<file path="config.mk">
export PLATFORM = sky130hd
export DESIGN_NAME = double_ended_queue
export DESIGN_NICKNAME = d
export VERILOG_FILES = /design/src/rtl/dq_pkg.sv /design/src/rtl/dq_ram.sv /design/src/rtl/dq_ctrl.sv /design/src/rtl/dq_out.sv /design/src/rtl/double_ended_queue.sv
export VERILOG_INCLUDE_DIRS = /design/src /design/src/rtl
export SDC_FILE = /design/constraint.sdc
export NUM_CORES = 2
export LEC_CHECK = 0
export BUFFER_PORTS_ARGS = -buffer_cell sky130_fd_sc_hd__clkbuf_2
export CAP_MARGIN = 20
export CORE_MARGIN = 2
export CORE_UTILIZATION = 60
export CTS_CLUSTER_SIZE = 10
export DETAILED_ROUTE_END_ITERATION = 10
export GPL_ROUTABILITY_DRIVEN = 0
export PLACE_DENSITY = 0.75
export SLEW_MARGIN = 5
export SYNTH_ARGS = -nofsm -noshare
export SYNTH_HDL_FRONTEND = slang
export SYNTH_HIERARCHICAL = 1
export SYNTH_SLANG_ARGS = --single-unit
</file>
<file path="constraint.sdc">
create_clock -name aclk -period 21.8 [get_ports aclk]
set_input_delay 2.18 -clock aclk [delete_from_list [all_inputs] [get_ports aclk]]
set_output_delay 2.18 -clock aclk [all_outputs]
set_load 0.01 [all_outputs]
</file>
<file path="src/rtl/double_ended_queue_macros.svh">
// ----------------------------------------------------------------------------
// double_ended_queue_macros
// Assertion macros for the deque; empty when SYNTHESIS is defined.
// ----------------------------------------------------------------------------
`ifndef DOUBLE_ENDED_QUEUE_MACROS_SVH
`define DOUBLE_ENDED_QUEUE_MACROS_SVH

`ifndef SYNTHESIS
// checked only while out of reset
`define DQ_ASSERT(lbl, prop) \
    lbl: assert property (@(posedge aclk) disable iff (!aresetn) prop) \
        else $error("deque assertion failed");
// checked on every edge, reset included
`define DQ_ASSERT_ALWAYS(lbl, prop) \
    lbl: assert property (@(posedge aclk) prop) \
        else $error("deque assertion failed");
`else
`define DQ_ASSERT(lbl, prop)
`define DQ_ASSERT_ALWAYS(lbl, prop)
`endif

`endif

</file>
<file path="src/rtl/dq_pkg.sv">
// ----------------------------------------------------------------------------
// dq_pkg
// Shared types and constants of the double-ended queue.
// ----------------------------------------------------------------------------
`default_nettype none

package dq_pkg;

    localparam int FUNC_W = 3;
    localparam int WORD_W = 64;
    localparam int ERR_W  = 2;
    // func and value packed, padded to whole bytes
    localparam int IN_W   = ((FUNC_W + WORD_W + 7) / 8) * 8;

    typedef enum logic [FUNC_W-1:0] {
        FN_ADD_FRONT = 3'd0,
        FN_ADD_BACK  = 3'd1,
        FN_REM_FRONT = 3'd2,
        FN_REM_BACK  = 3'd3,
        FN_REVERSE   = 3'd4,
        FN_STATUS    = 3'd5
    } dq_func_t;

    typedef enum logic [ERR_W-1:0] {
        ERR_OK    = 2'd0,
        ERR_EMPTY = 2'd1,
        ERR_FULL  = 2'd2
    } dq_err_t;

    // status of the transaction waiting on the RAM read
    typedef struct packed {
        logic    valid;
        logic    rev;
        dq_err_t err;
        logic    byp_head;   // head read hits this transaction's write
        logic    byp_tail;   // tail read hits this transaction's write
    } dq_stat_t;

endpackage

`default_nettype wire

</file>
<file path="src/rtl/dq_ram.sv">
// ----------------------------------------------------------------------------
// dq_ram
// Generic RAM: one write port, two read ports, registered read data.
// ----------------------------------------------------------------------------
`default_nettype none

module dq_ram #(
    parameter int WIDTH = 64,
    parameter int DEPTH = 16,
    localparam int AW   = (DEPTH > 1) ? $clog2(DEPTH) : 1
) (
    input  wire logic             aclk,
    input  wire logic             we,
    input  wire logic [AW-1:0]    waddr,
    input  wire logic [WIDTH-1:0] wdata,
    input  wire logic             re,
    input  wire logic [AW-1:0]    raddr_a,
    input  wire logic [AW-1:0]    raddr_b,
    output logic      [WIDTH-1:0] rdata_a,
    output logic      [WIDTH-1:0] rdata_b
);

    logic [WIDTH-1:0] mem [DEPTH];

    // read-before-write on an address collision
    always_ff @(posedge aclk) begin
        if (we) begin
            mem[waddr] <= wdata;
        end
        if (re) begin
            rdata_a <= mem[raddr_a];
            rdata_b <= mem[raddr_b];
        end
    end

endmodule

`default_nettype wire

</file>
<file path="src/rtl/dq_ctrl.sv">
// ----------------------------------------------------------------------------
// dq_ctrl
// Ring pointer, count and direction flag; issues the store write and the
// reads of the new head and tail slots.
// ----------------------------------------------------------------------------
`default_nettype none
`include "double_ended_queue_macros.svh"

module dq_ctrl import dq_pkg::*; #(
    parameter int CAPACITY = 16,
    localparam int AW = $clog2(CAPACITY),
    localparam int CW = $clog2(CAPACITY + 1)
) (
    input  wire logic              aclk,
    input  wire logic              aresetn,
    input  wire logic              adv,
    input  wire logic              in_vld,
    input  wire logic [FUNC_W-1:0] func,
    input  wire logic [WORD_W-1:0] value,
    output logic                   ram_we,
    output logic      [AW-1:0]     ram_waddr,
    output logic      [WORD_W-1:0] ram_wdata,
    output logic      [AW-1:0]     rd_head_addr,
    output logic      [AW-1:0]     rd_tail_addr,
    output dq_stat_t               stat,
    output logic      [WORD_W-1:0] wdata_q,
    output logic      [CW-1:0]     cnt
);

    localparam logic [AW:0]   CAP_X = (AW + 1)'(CAPACITY);
    localparam logic [AW-1:0] LAST  = AW'(CAPACITY - 1);
    localparam logic [CW-1:0] CAP_C = CW'(CAPACITY);

    logic [AW-1:0]     head_reg, head_next;
    logic [CW-1:0]     cnt_reg, cnt_next;
    logic              rev_reg, rev_next;
    logic              vld2_reg;
    dq_err_t           err_reg, err_c;
    logic              byp_head_reg, byp_tail_reg;
    logic [WORD_W-1:0] wdata_reg;

    logic          fire, we_c, full, empty;
    logic [AW-1:0] waddr_c;
    logic [CW-1:0] tail_off;

    function automatic logic [AW-1:0] slot_add(input logic [AW-1:0] base,
                                               input logic [CW-1:0] off);
        logic [AW:0] s;
        s = {1'b0, base} + (AW + 1)'(off);
        if (s >= CAP_X) begin
            s = s - CAP_X;
        end
        return s[AW-1:0];
    endfunction

    assign fire  = adv & in_vld;
    assign full  = (cnt_reg == CAP_C);
    assign empty = (cnt_reg == '0);

    always_comb begin
        head_next = head_reg;
        cnt_next  = cnt_reg;
        rev_next  = rev_reg;
        err_c     = ERR_OK;
        we_c      = 1'b0;
        waddr_c   = head_reg;
        unique case (func)
            FN_ADD_FRONT, FN_ADD_BACK: begin
                if (full) begin
                    err_c = ERR_FULL;
                end else begin
                    we_c = 1'b1;
                    if ((func == FN_ADD_FRONT) != rev_reg) begin
                        head_next = (head_reg == '0) ? LAST : head_reg - 1'b1;
                        waddr_c   = head_next;
                    end else begin
                        waddr_c = slot_add(head_reg, cnt_reg);
                    end
                    cnt_next = cnt_reg + 1'b1;
                end
            end
            FN_REM_FRONT, FN_REM_BACK: begin
                if (empty) begin
                    err_c = ERR_EMPTY;
                end else begin
                    if ((func == FN_REM_FRONT) != rev_reg) begin
                        head_next = (head_reg == LAST) ? '0 : head_reg + 1'b1;
                    end
                    cnt_next = cnt_reg - 1'b1;
                end
            end
            FN_REVERSE: begin
                rev_next = ~rev_reg;
            end
            default: begin
                // status and unused codes change nothing
            end
        endcase
    end

    // reads follow the state as it stands after this transaction
    assign tail_off     = (cnt_next == '0) ? '0 : cnt_next - 1'b1;
    assign rd_head_addr = head_next;
    assign rd_tail_addr = slot_add(head_next, tail_off);

    assign ram_we    = fire & we_c;
    assign ram_waddr = waddr_c;
    assign ram_wdata = value;

    always_ff @(posedge aclk) begin
        if (!aresetn) begin
            head_reg <= '0;
            cnt_reg  <= '0;
            rev_reg  <= 1'b0;
            vld2_reg <= 1'b0;
        end else begin
            if (fire) begin
                head_reg <= head_next;
                cnt_reg  <= cnt_next;
                rev_reg  <= rev_next;
            end
            if (adv) begin
                vld2_reg <= in_vld;
            end
        end
    end

    always_ff @(posedge aclk) begin
        if (adv) begin
            err_reg      <= err_c;
            byp_head_reg <= ram_we & (waddr_c == rd_head_addr);
            byp_tail_reg <= ram_we & (waddr_c == rd_tail_addr);
            wdata_reg    <= value;
        end
    end

    assign stat = '{valid:    vld2_reg,
                    rev:      rev_reg,
                    err:      err_reg,
                    byp_head: byp_head_reg,
                    byp_tail: byp_tail_reg};
    assign wdata_q = wdata_reg;
    assign cnt     = cnt_reg;

    `DQ_ASSERT_ALWAYS(a_cnt_bound, !aresetn || cnt_reg <= CAP_C)
    `DQ_ASSERT(a_full_err_cnt, vld2_reg && err_reg == ERR_FULL |-> cnt_reg == CAP_C)
    `DQ_ASSERT(a_empty_err_cnt, vld2_reg && err_reg == ERR_EMPTY |-> cnt_reg == '0)
    `DQ_ASSERT(a_state_hold, $past(aresetn) && !$past(fire) |-> $stable(cnt_reg) && $stable(head_reg))

endmodule

`default_nettype wire

</file>
<file path="src/rtl/dq_out.sv">
// ----------------------------------------------------------------------------
// dq_out
// Selects head and tail words (RAM or bypass), maps them to front and back,
// and holds the result transaction.
// ----------------------------------------------------------------------------
`default_nettype none

module dq_out import dq_pkg::*; #(
    parameter int CAPACITY = 16,
    localparam int CW      = $clog2(CAPACITY + 1),
    localparam int OUT_B   = 2 * WORD_W + CW + 2 + ERR_W,
    localparam int OUT_W   = ((OUT_B + 7) / 8) * 8
) (
    input  wire logic              aclk,
    input  wire logic              aresetn,
    input  wire dq_stat_t          stat,
    input  wire logic [CW-1:0]     cnt,
    input  wire logic [WORD_W-1:0] rd_head,
    input  wire logic [WORD_W-1:0] rd_tail,
    input  wire logic [WORD_W-1:0] wdata_q,
    input  wire logic              m_tready,
    output logic                   m_tvalid,
    output logic      [OUT_W-1:0]  m_tdata,
    output logic                   adv
);

    localparam logic [CW-1:0] CAP_C = CW'(CAPACITY);

    logic              m_tvalid_reg;
    logic [OUT_W-1:0]  m_tdata_reg, m_tdata_next;
    logic [WORD_W-1:0] head_w, tail_w, front_w, back_w;
    logic              empty, full;

    assign adv = ~m_tvalid_reg | m_tready;

    assign head_w  = stat.byp_head ? wdata_q : rd_head;
    assign tail_w  = stat.byp_tail ? wdata_q : rd_tail;
    assign empty   = (cnt == '0);
    assign full    = (cnt == CAP_C);
    assign front_w = empty ? '0 : (stat.rev ? tail_w : head_w);
    assign back_w  = empty ? '0 : (stat.rev ? head_w : tail_w);

    assign m_tdata_next = OUT_W'({stat.err, full, empty, cnt, back_w, front_w});

    always_ff @(posedge aclk) begin
        if (!aresetn) begin
            m_tvalid_reg <= 1'b0;
        end else if (adv) begin
            m_tvalid_reg <= stat.valid;
        end
    end

    always_ff @(posedge aclk) begin
        if (adv) begin
            m_tdata_reg <= m_tdata_next;
        end
    end

    assign m_tvalid = m_tvalid_reg;
    assign m_tdata  = m_tdata_reg;

endmodule

`default_nettype wire

</file>
<file path="src/rtl/double_ended_queue.sv">
// Path from the accepting edge of an input transaction to result valid: input
//   register, store read register, output register. Throughput: one
//   transaction per cycle unless the output stalls; the store has one
//   write and two read ports, so head and tail are fetched in the same cycle.
// Reset clears head pointer, count, direction flag and all valid bits;
//   store contents are not cleared and are only read once written.
// ----------------------------------------------------------------------------
// double_ended_queue
// Bounded deque of 64-bit words in a ring with head, count and reverse flag.
// ----------------------------------------------------------------------------
`default_nettype none

module double_ended_queue import dq_pkg::*; #(
    parameter int CAPACITY = 16,
    localparam int AW      = $clog2(CAPACITY),
    localparam int CW      = $clog2(CAPACITY + 1),
    localparam int OUT_B   = 2 * WORD_W + CW + 2 + ERR_W,
    localparam int OUT_W   = ((OUT_B + 7) / 8) * 8
) (
    input  wire logic             aclk,
    input  wire logic             aresetn,
    input  wire logic             s_tvalid,
    output logic                  s_tready,
    input  wire logic [IN_W-1:0]  s_tdata,   // func, value, zero pad
    output logic                  m_tvalid,
    input  wire logic             m_tready,
    output logic      [OUT_W-1:0] m_tdata    // front_value, back_value,
                                             // entry_total, is_empty,
                                             // is_full, error_code, zero pad
);

    logic              in_vld_reg;
    logic [FUNC_W-1:0] func_reg;
    logic [WORD_W-1:0] value_reg;
    logic              adv;

    logic              ram_we;
    logic [AW-1:0]     ram_waddr, rd_head_addr, rd_tail_addr;
    logic [WORD_W-1:0] ram_wdata, rd_head, rd_tail, wdata_q;
    dq_stat_t          stat;
    logic [CW-1:0]     cnt;

    assign s_tready = adv | ~in_vld_reg;

    always_ff @(posedge aclk) begin
        if (!aresetn) begin
            in_vld_reg <= 1'b0;
        end else if (s_tready) begin
            in_vld_reg <= s_tvalid;
        end
    end

    always_ff @(posedge aclk) begin
        if (s_tready) begin
            func_reg  <= s_tdata[FUNC_W-1:0];
            value_reg <= s_tdata[FUNC_W +: WORD_W];
        end
    end

    dq_ctrl #(.CAPACITY(CAPACITY)) u_ctrl (
        .aclk         (aclk),
        .aresetn      (aresetn),
        .adv          (adv),
        .in_vld       (in_vld_reg),
        .func         (func_reg),
        .value        (value_reg),
        .ram_we       (ram_we),
        .ram_waddr    (ram_waddr),
        .ram_wdata    (ram_wdata),
        .rd_head_addr (rd_head_addr),
        .rd_tail_addr (rd_tail_addr),
        .stat         (stat),
        .wdata_q      (wdata_q),
        .cnt          (cnt)
    );

    dq_ram #(.WIDTH(WORD_W), .DEPTH(CAPACITY)) u_store (
        .aclk    (aclk),
        .we      (ram_we),
        .waddr   (ram_waddr),
        .wdata   (ram_wdata),
        .re      (adv),
        .raddr_a (rd_head_addr),
        .raddr_b (rd_tail_addr),
        .rdata_a (rd_head),
        .rdata_b (rd_tail)
    );

    dq_out #(.CAPACITY(CAPACITY)) u_out (
        .aclk     (aclk),
        .aresetn  (aresetn),
        .stat     (stat),
        .cnt      (cnt),
        .rd_head  (rd_head),
        .rd_tail  (rd_tail),
        .wdata_q  (wdata_q),
        .m_tready (m_tready),
        .m_tvalid (m_tvalid),
        .m_tdata  (m_tdata),
        .adv      (adv)
    );

endmodule

`default_nettype wire

</file>
== Word-level counts from Yosys, hierarchy flattened ==
Memories as Yosys holds them, arrays and structs flattened. A register that Yosys moved wholly into a read port is not among the register bits.
Cells that the tools add are included.

* Logic and storage cells: 79
* RAM bits: 1,024
* Memories kept: 1
* Input port bits: 76
* Register bits after elaboration: 285

{| class="wikitable"
|+ Memories
! name !! depth !! width !! read ports !! clocked after Yosys merged registers in !! wr ports !! line !! RTL
|-
| u_store.mem || 16 || 64 || 2 || 2 || 1 || dq_ram.sv:23 || <nowiki>logic [WIDTH-1:0] mem [DEPTH];</nowiki>
|}

* Bitwise operators: 9
* $add $sub $neg: 9
* Equal/unequal tests: 10
* Reduce and logical (&&, ||, !) cells: 7
* Order comparisons: 2
* Muxes and demuxes: 27

{| class="wikitable"
|+ Operators by type and width
! kind !! count
|-
| 64-bit 2-to-1 mux || 4
|-
| 4-bit 2-to-1 mux || 11
|-
| 5-bit 2-to-1 mux || 3
|-
| 4-bit by 1-bit subtractor with 4-bit output (second input constant) || 3
|-
| 4-bit by 5-bit adder with 5-bit output || 2
|-
| 5-bit greater-or-equal comparator (second input constant) || 2
|-
| 5-bit zero test || 2
|-
| 5-bit one-hot mux with 2 select lines || 1
|-
| 5-bit by 1-bit subtractor with 5-bit output (second input constant) || 2
|-
| 4-bit == test || 2
|-
| 4-bit one-hot mux with 2 select lines || 1
|-
| 3-bit by 2-bit == test with 1-bit output (second input constant) || 2
|-
| 5-bit by 1-bit adder with 5-bit output (second input constant) || 1
|-
| 5-bit == test (second input constant) || 1
|-
| 1-bit 2-to-1 mux || 5
|-
| 4-bit by 1-bit adder with 4-bit output (second input constant) || 1
|-
| 1-bit bitwise AND || 4
|-
| 4-bit == test (second input constant) || 1
|-
| 4-bit zero test || 1
|-
| 2-bit one-hot mux with 2 select lines || 1
|-
| 2-bit OR reduction || 2
|-
| 3-bit by 1-bit == test with 1-bit output (second input constant) || 1
|-
| 3-bit == test (second input constant) || 1
|-
| 3-bit zero test || 1
|-
| 5 further kinds || 9
|}

== Longest topological paths before layout ==
* Word-level depth: 10
* Mapped depth: 21
* Depth with buffers taken out: 19

== Modules after synthesis ==
The synthesis kept the hierarchy.

{| class="wikitable"
|+ By module, submodules not included
! module !! times used !! cells each !! sequential area each (µm²) !! area an instance (µm²)
|-
| dq_ram || 1 || 2,247 || 34,593.2 || 49,588.8
|-
| dq_out || 1 || 608 || 4,134.0 || 7,602.3
|-
| dq_ctrl || 1 || 345 || 2,262.2 || 4,161.5
|-
| double_ended_queue || 1 || 71 || 2,031.9 || 2,060.7
|}

== Least setup slack after synthesis ==
Ideal clock, no wire load.

* Path kind: input-to-reg
* Start point: in m_tready
* End point: mem u_store.mem[0][0], enable pin
* Path slack: 4.317 ns
* Cell stages on the path: 5
* Arrival time: 16.919 ns
* Path buffers: 0
* Required time: 21.235 ns
* Cells stage by stage: nand2b_1 nand2_1 nor2_1 or3b_2 nor3_1

* Cells in the longest elaborated chain, start to end: 5

{| class="wikitable"
|+ RTL lines
! element !! line !! RTL
|-
| start: declaration || double_ended_queue.sv:26 || <nowiki>input wire logic m_tready,</nowiki>
|-
| 1-bit bitwise OR || dq_out.sv:34 || <nowiki>assign adv = ~m_tvalid_reg | m_tready;</nowiki>
|-
| 1-bit bitwise AND || dq_ctrl.sv:56 || <nowiki>assign fire = adv & in_vld;</nowiki>
|-
| 1-bit bitwise AND || dq_ctrl.sv:106 || <nowiki>assign ram_we = fire & we_c;</nowiki>
|-
| net ram_we || double_ended_queue.sv:37 || <nowiki>logic ram_we;</nowiki>
|-
| 1-bit 2-to-1 mux || dq_ram.sv:27 || <nowiki>if (we) begin</nowiki>
|-
| 1-bit 2-to-1 mux (implied by the code) || dq_ram.sv:28 || <nowiki>mem[waddr] <= wdata;</nowiki>
|-
| end: declaration || dq_ram.sv:23 ||
|}

The timed path passes the listed nets, and every way through them passes these cells.

== Worst setup path in the final report ==
* Start point: reg u_ctrl.cnt_reg[1] (netlist: u_ctrl/cnt[1])
* End point: reg u_store.rdata_b[35] (read register of u_store.mem), data pin

{| class="wikitable"
|+ RTL lines
! element !! line !! RTL
|-
| start: declaration || dq_ctrl.sv:35 || <nowiki>logic [CW-1:0] cnt_reg, cnt_next;</nowiki>
|-
| start signal: assignment || dq_ctrl.sv:119 || <nowiki>cnt_reg <= cnt_next;</nowiki>
|-
| 5-bit == test / 5-bit zero test (equally long branches) || dq_ctrl.sv:57, dq_ctrl.sv:58 ||
|-
| 4-bit 2-to-1 mux (on tied branches) || dq_ctrl.sv:69, dq_ctrl.sv:83 ||
|-
| 4-bit one-hot mux with 2 select lines * || dq_ctrl.sv:67 || <nowiki>unique case (func)</nowiki>
|-
| net rd_head_addr[1] || double_ended_queue.sv:38 || <nowiki>logic [AW-1:0] ram_waddr, rd_head_addr, rd_tail_addr;</nowiki>
|-
| 4-bit by 5-bit adder with 5-bit output * || dq_ctrl.sv:49 || <nowiki>s = {1'b0, base} + (AW + 1)'(off);</nowiki>
|-
| 4-bit by 1-bit subtractor with 4-bit output / 5-bit greater-or-equal comparator (equally long branches) || dq_ctrl.sv:51, dq_ctrl.sv:50 ||
|-
| 4-bit 2-to-1 mux * || dq_ctrl.sv:50 || <nowiki>if (s >= CAP_X) begin</nowiki>
|-
| net rd_tail_addr[3] || double_ended_queue.sv:38 ||
|-
| end: declaration || dq_ram.sv:20 || <nowiki>output logic [WIDTH-1:0] rdata_b</nowiki>
|}

Mark *: on every way through the listed nets, which the timed path passes. The rest lies on a longest branch.
A chain may end at the register's enable or synchronous reset.

==> impl_results.md <==
* CP Depth at 16
* Die height at 329 µm
* Crit. End Element: flip-flop
* Synthesis warning total at 6
* Slew @ Worst Pin at 1.21 ns
* CP max stage cell: nor2b_4
* Status: completed
* Final worst slack at 15.19 ns
* DRT Pass-1 Iters at 6
* CP Class: reg2reg
* Reg power frac at 48.0%
* Type of origin of the critical path: flip-flop
* Worst-path maximum fanout at 104
* PD cells at 98.3 nW/µm²
* WP data arrival at 7.22 ns
* Setup WS pre-CTS at 15.01 ns
* Max cap viols at 0
* Cells resized by post-CTS repair at 0
* Die Width at 329 µm
* Skew final at 0.0248 ns
* RSZ-0062 raised after global routing: false
* DRT antenna net count at 0
* I/O pin count at 222
* Starting Density at 60.3%
* Std cell rows at 119
* Final Cell Area at 69500 µm²
* Buf/Inv on CP at 3
* Buffers on Ports at 209
* Leak pwr at 22.5 nW
* Sw frac at 25.2%
* Setup violators final at 0
* Seq/Total Area, Yosys at 67.8%
* CTS root buffer: clkbuf_16
* Crit path cell chain: inv_1 > ha_1 > and4bb_2 > nor3_2 > a21oi_1 > o21ai_2 > inv_8 > ha_1 > a21o_1 > a21oi_1 > xor2_1 > xnor2_1 > nor2b_4 > buf_4 > a22oi_1 > nand2_1
* CTS buffer count at 164
* Worst-Skew Late Latency at 0.77 ns
* P_int at 5.12 mW
* CTS tree: built
* Period utilisation layout at 30.3%
* Synthesized area at 63400 µm²
* Vias/cell at 7.25
* Hold Crit Class: reg2reg
* First-pass GRT wire length at 234 mm
* Post-synth cell types at 64
* Combinational share of power at 16.9%
* Drc violations at 0
* Most frequent cells in the layout: edfxtp_1 (1424), mux4_2 (512), a211oi_1 (256), a22oi_1 (256), clkbuf_2 (209)
* Syn Inst Count at 3271
* Max Slew Vio Count at 0
* Area of the core at 105000 µm²
* Hold depth at 0
* Number of synthesized register bits at 1437
* Clk buf depth at 3
* Ys async rst share at 0%
* Clk sinks at 1437
* WL/cell at 32.8 µm
* Initial antenna violation count at 3
* Nets at 3480
* GRT overflow at 0
* Max reg flops at 1024
* Post-synth EDFFs at 1424
* CP max stage delay at 1.09 ns
* Most common cell after layout, fill and taps aside: edfxtp_1
* Final hold vios at 0
* Area Overhead vs Synth at 9.64%
* Gr usage total at 29.6%
* CP required at 22.41 ns
* Share of layout cells above drive strength 1 at 29.5%
* # hold bufs at CTS at 0
* Setup TNS at 0 ns
* Worst VDD drop at 0.0784 mV
* Delay-heaviest family, CP: simple AND/OR/NAND/NOR gates
* Total Wirelength at 158 mm
* Fill cell count at 6669
* Vias at 35000
* H-tree depth at 4
* Reg2Reg Depth at 16
* DIE AREA at 108000 µm²
* Clock group share of total power at 35.1%
* Min Tclk post-route at 6.61 ns
* Clock-pin slew on the worst setup and hold paths at 0.05 ns
* Slew headroom at 19.4%
* Highest Clock Rate at 151 MHz
* Placed Area at 65000 µm²
* Vias in the first global route at 36700
* 1st-iter DRT viols at 4637
* Antenna cells at 0
* Hpwl dp at 81.4 mm
* Setup Fix Bufs, Post-CTS at 0
* Synthesized area per cell at 19.4 µm²
* Psw at 1.72 mW
* Largest net degree at the start of global routing at 155
* Main synth FF type: edfxtp_1
## final timing paths
path                                     from                            end  slack, ns
hold / removal    u_ctrl/err_reg[0]$_DFFE_PP_   u_out/m_tdata[135]$_DFFE_PP_       0.43
setup / recovery   u_ctrl/cnt[1]$_SDFFE_PN0P_  u_store/rdata_b[35]$_DFFE_PP_      15.19
setup reg to reg   u_ctrl/cnt[1]$_SDFFE_PN0P_  u_store/rdata_b[35]$_DFFE_PP_      15.19
hold reg to reg   u_ctrl/err_reg[0]$_DFFE_PP_   u_out/m_tdata[135]$_DFFE_PP_       0.43
## Yosys cell counts, drive strengths merged (2+ instances only)
| library cell | n | area [µm²] |
|---|---|---|
| a221oi | 2 | 17.5 |
| and2 | 10 | 62.6 |
| xor2 | 7 | 61.3 |
| or4 | 3 | 26.3 |
| inv | 18 | 67.6 |
| nor4b | 3 | 41.3 |
| o31ai | 2 | 15.0 |
| buf | 219 | 1570 |
| nor3 | 12 | 65.1 |
| xnor2 | 15 | 131 |
| nand3 | 10 | 50.1 |
| nand2 | 144 | 541 |
| o22ai | 3 | 18.8 |
| a21oi | 11 | 62.6 |
| a211oi | 256 | 1920 |
| or3 | 2 | 12.5 |
| mux4 | 512 | 11500 |
| a21boi | 5 | 41.3 |
| nor2 | 31 | 119 |
| a21o | 3 | 22.5 |
| ha | 12 | 150 |
| dfxtp | 13 | 260 |
| edfxtp | 1424 | 42800 |
| o21ai | 15 | 78.8 |
| or3b | 2 | 17.5 |
| fa | 2 | 40.0 |
| nor2b | 69 | 432 |
| nand2b | 8 | 57.6 |
| mux2i | 71 | 711 |
| a22oi | 256 | 1920 |
| clkbuf | 107 | 402 |
| nand3b | 4 | 30.0 |
## worst reg2reg max path: stages (launching register included)
cell and delay, ns:
dfxtp_1 0.50, inv_1 0.16, ha_1 0.29, and4bb_2 0.29, nor3_2 0.39, a21oi_1 0.16
o21ai_2 0.41, inv_8 0.37, ha_1 0.45, a21o_1 0.16, a21oi_1 0.17, xor2_1 0.10
xnor2_1 0.65, nor2b_4 1.09, buf_4 0.82, a22oi_1 0.29, nand2_1 0.15
## cells by family after synthesis
logic type / synth area share (%)
other: 0.00591
XOR/XNOR: 0.304
multiplexers: 19.3
AND/OR/NAND/NOR: 2.39
AO/OA/AOI/OAI: 6.62
flip-flops: 67.8
adder cells (fa/ha/maj): 0.300
buffers and inverters: 3.21
## through the flow
step,std cells,hold WS [ns],power (mW),util (%)
floorplan,3277,0.400,4.19,-
global placement,4613,0.414,4.45,61.8
detailed placement,4614,0.411,4.48,61.9
CTS,4823,0.431,6.86,66.1
global route,4824,0.441,7.06,66.1
finish,4824,0.428,6.84,66.1
## power by group through the flow
| stage | registers [mW] | clock network [mW] | logic (mW) |
|---|---|---|---|
| after detailed placement | 3.34 | 0 | 1.14 |
| after CTS | 3.28 | 2.43 | 1.15 |
| after floorplan | 3.30 | 0 | 0.888 |
| after global routing | 3.30 | 2.53 | 1.23 |
| after global placement | 3.33 | 0 | 1.12 |
| final | 3.28 | 2.40 | 1.16 |
## layer usage
metal	vias up	global-route usage (%)	routed length, µm
met4	0	11.3	5560
li1	14100	-	-
met5	-	0	0
met1	18300	39.2	56700
met3	404	5.82	15900
met2	2276	49.3	80000
## layout make-up
cell class                      instances  area, µm²  share of cell area, %
Clock buffer                          196       4360                   6.27
Clock inverter                         13        140                  0.202
Inverter                               18       85.1                  0.122
Multi-Input combinational cell       1496      18600                   26.7
Sequential cell                      1437      43000                   61.9
Tap cell                             1391       1740                   2.50
Timing Repair Buffer                  273       1610                   2.31
Note: power is estimated with default switching activity, not from simulation.
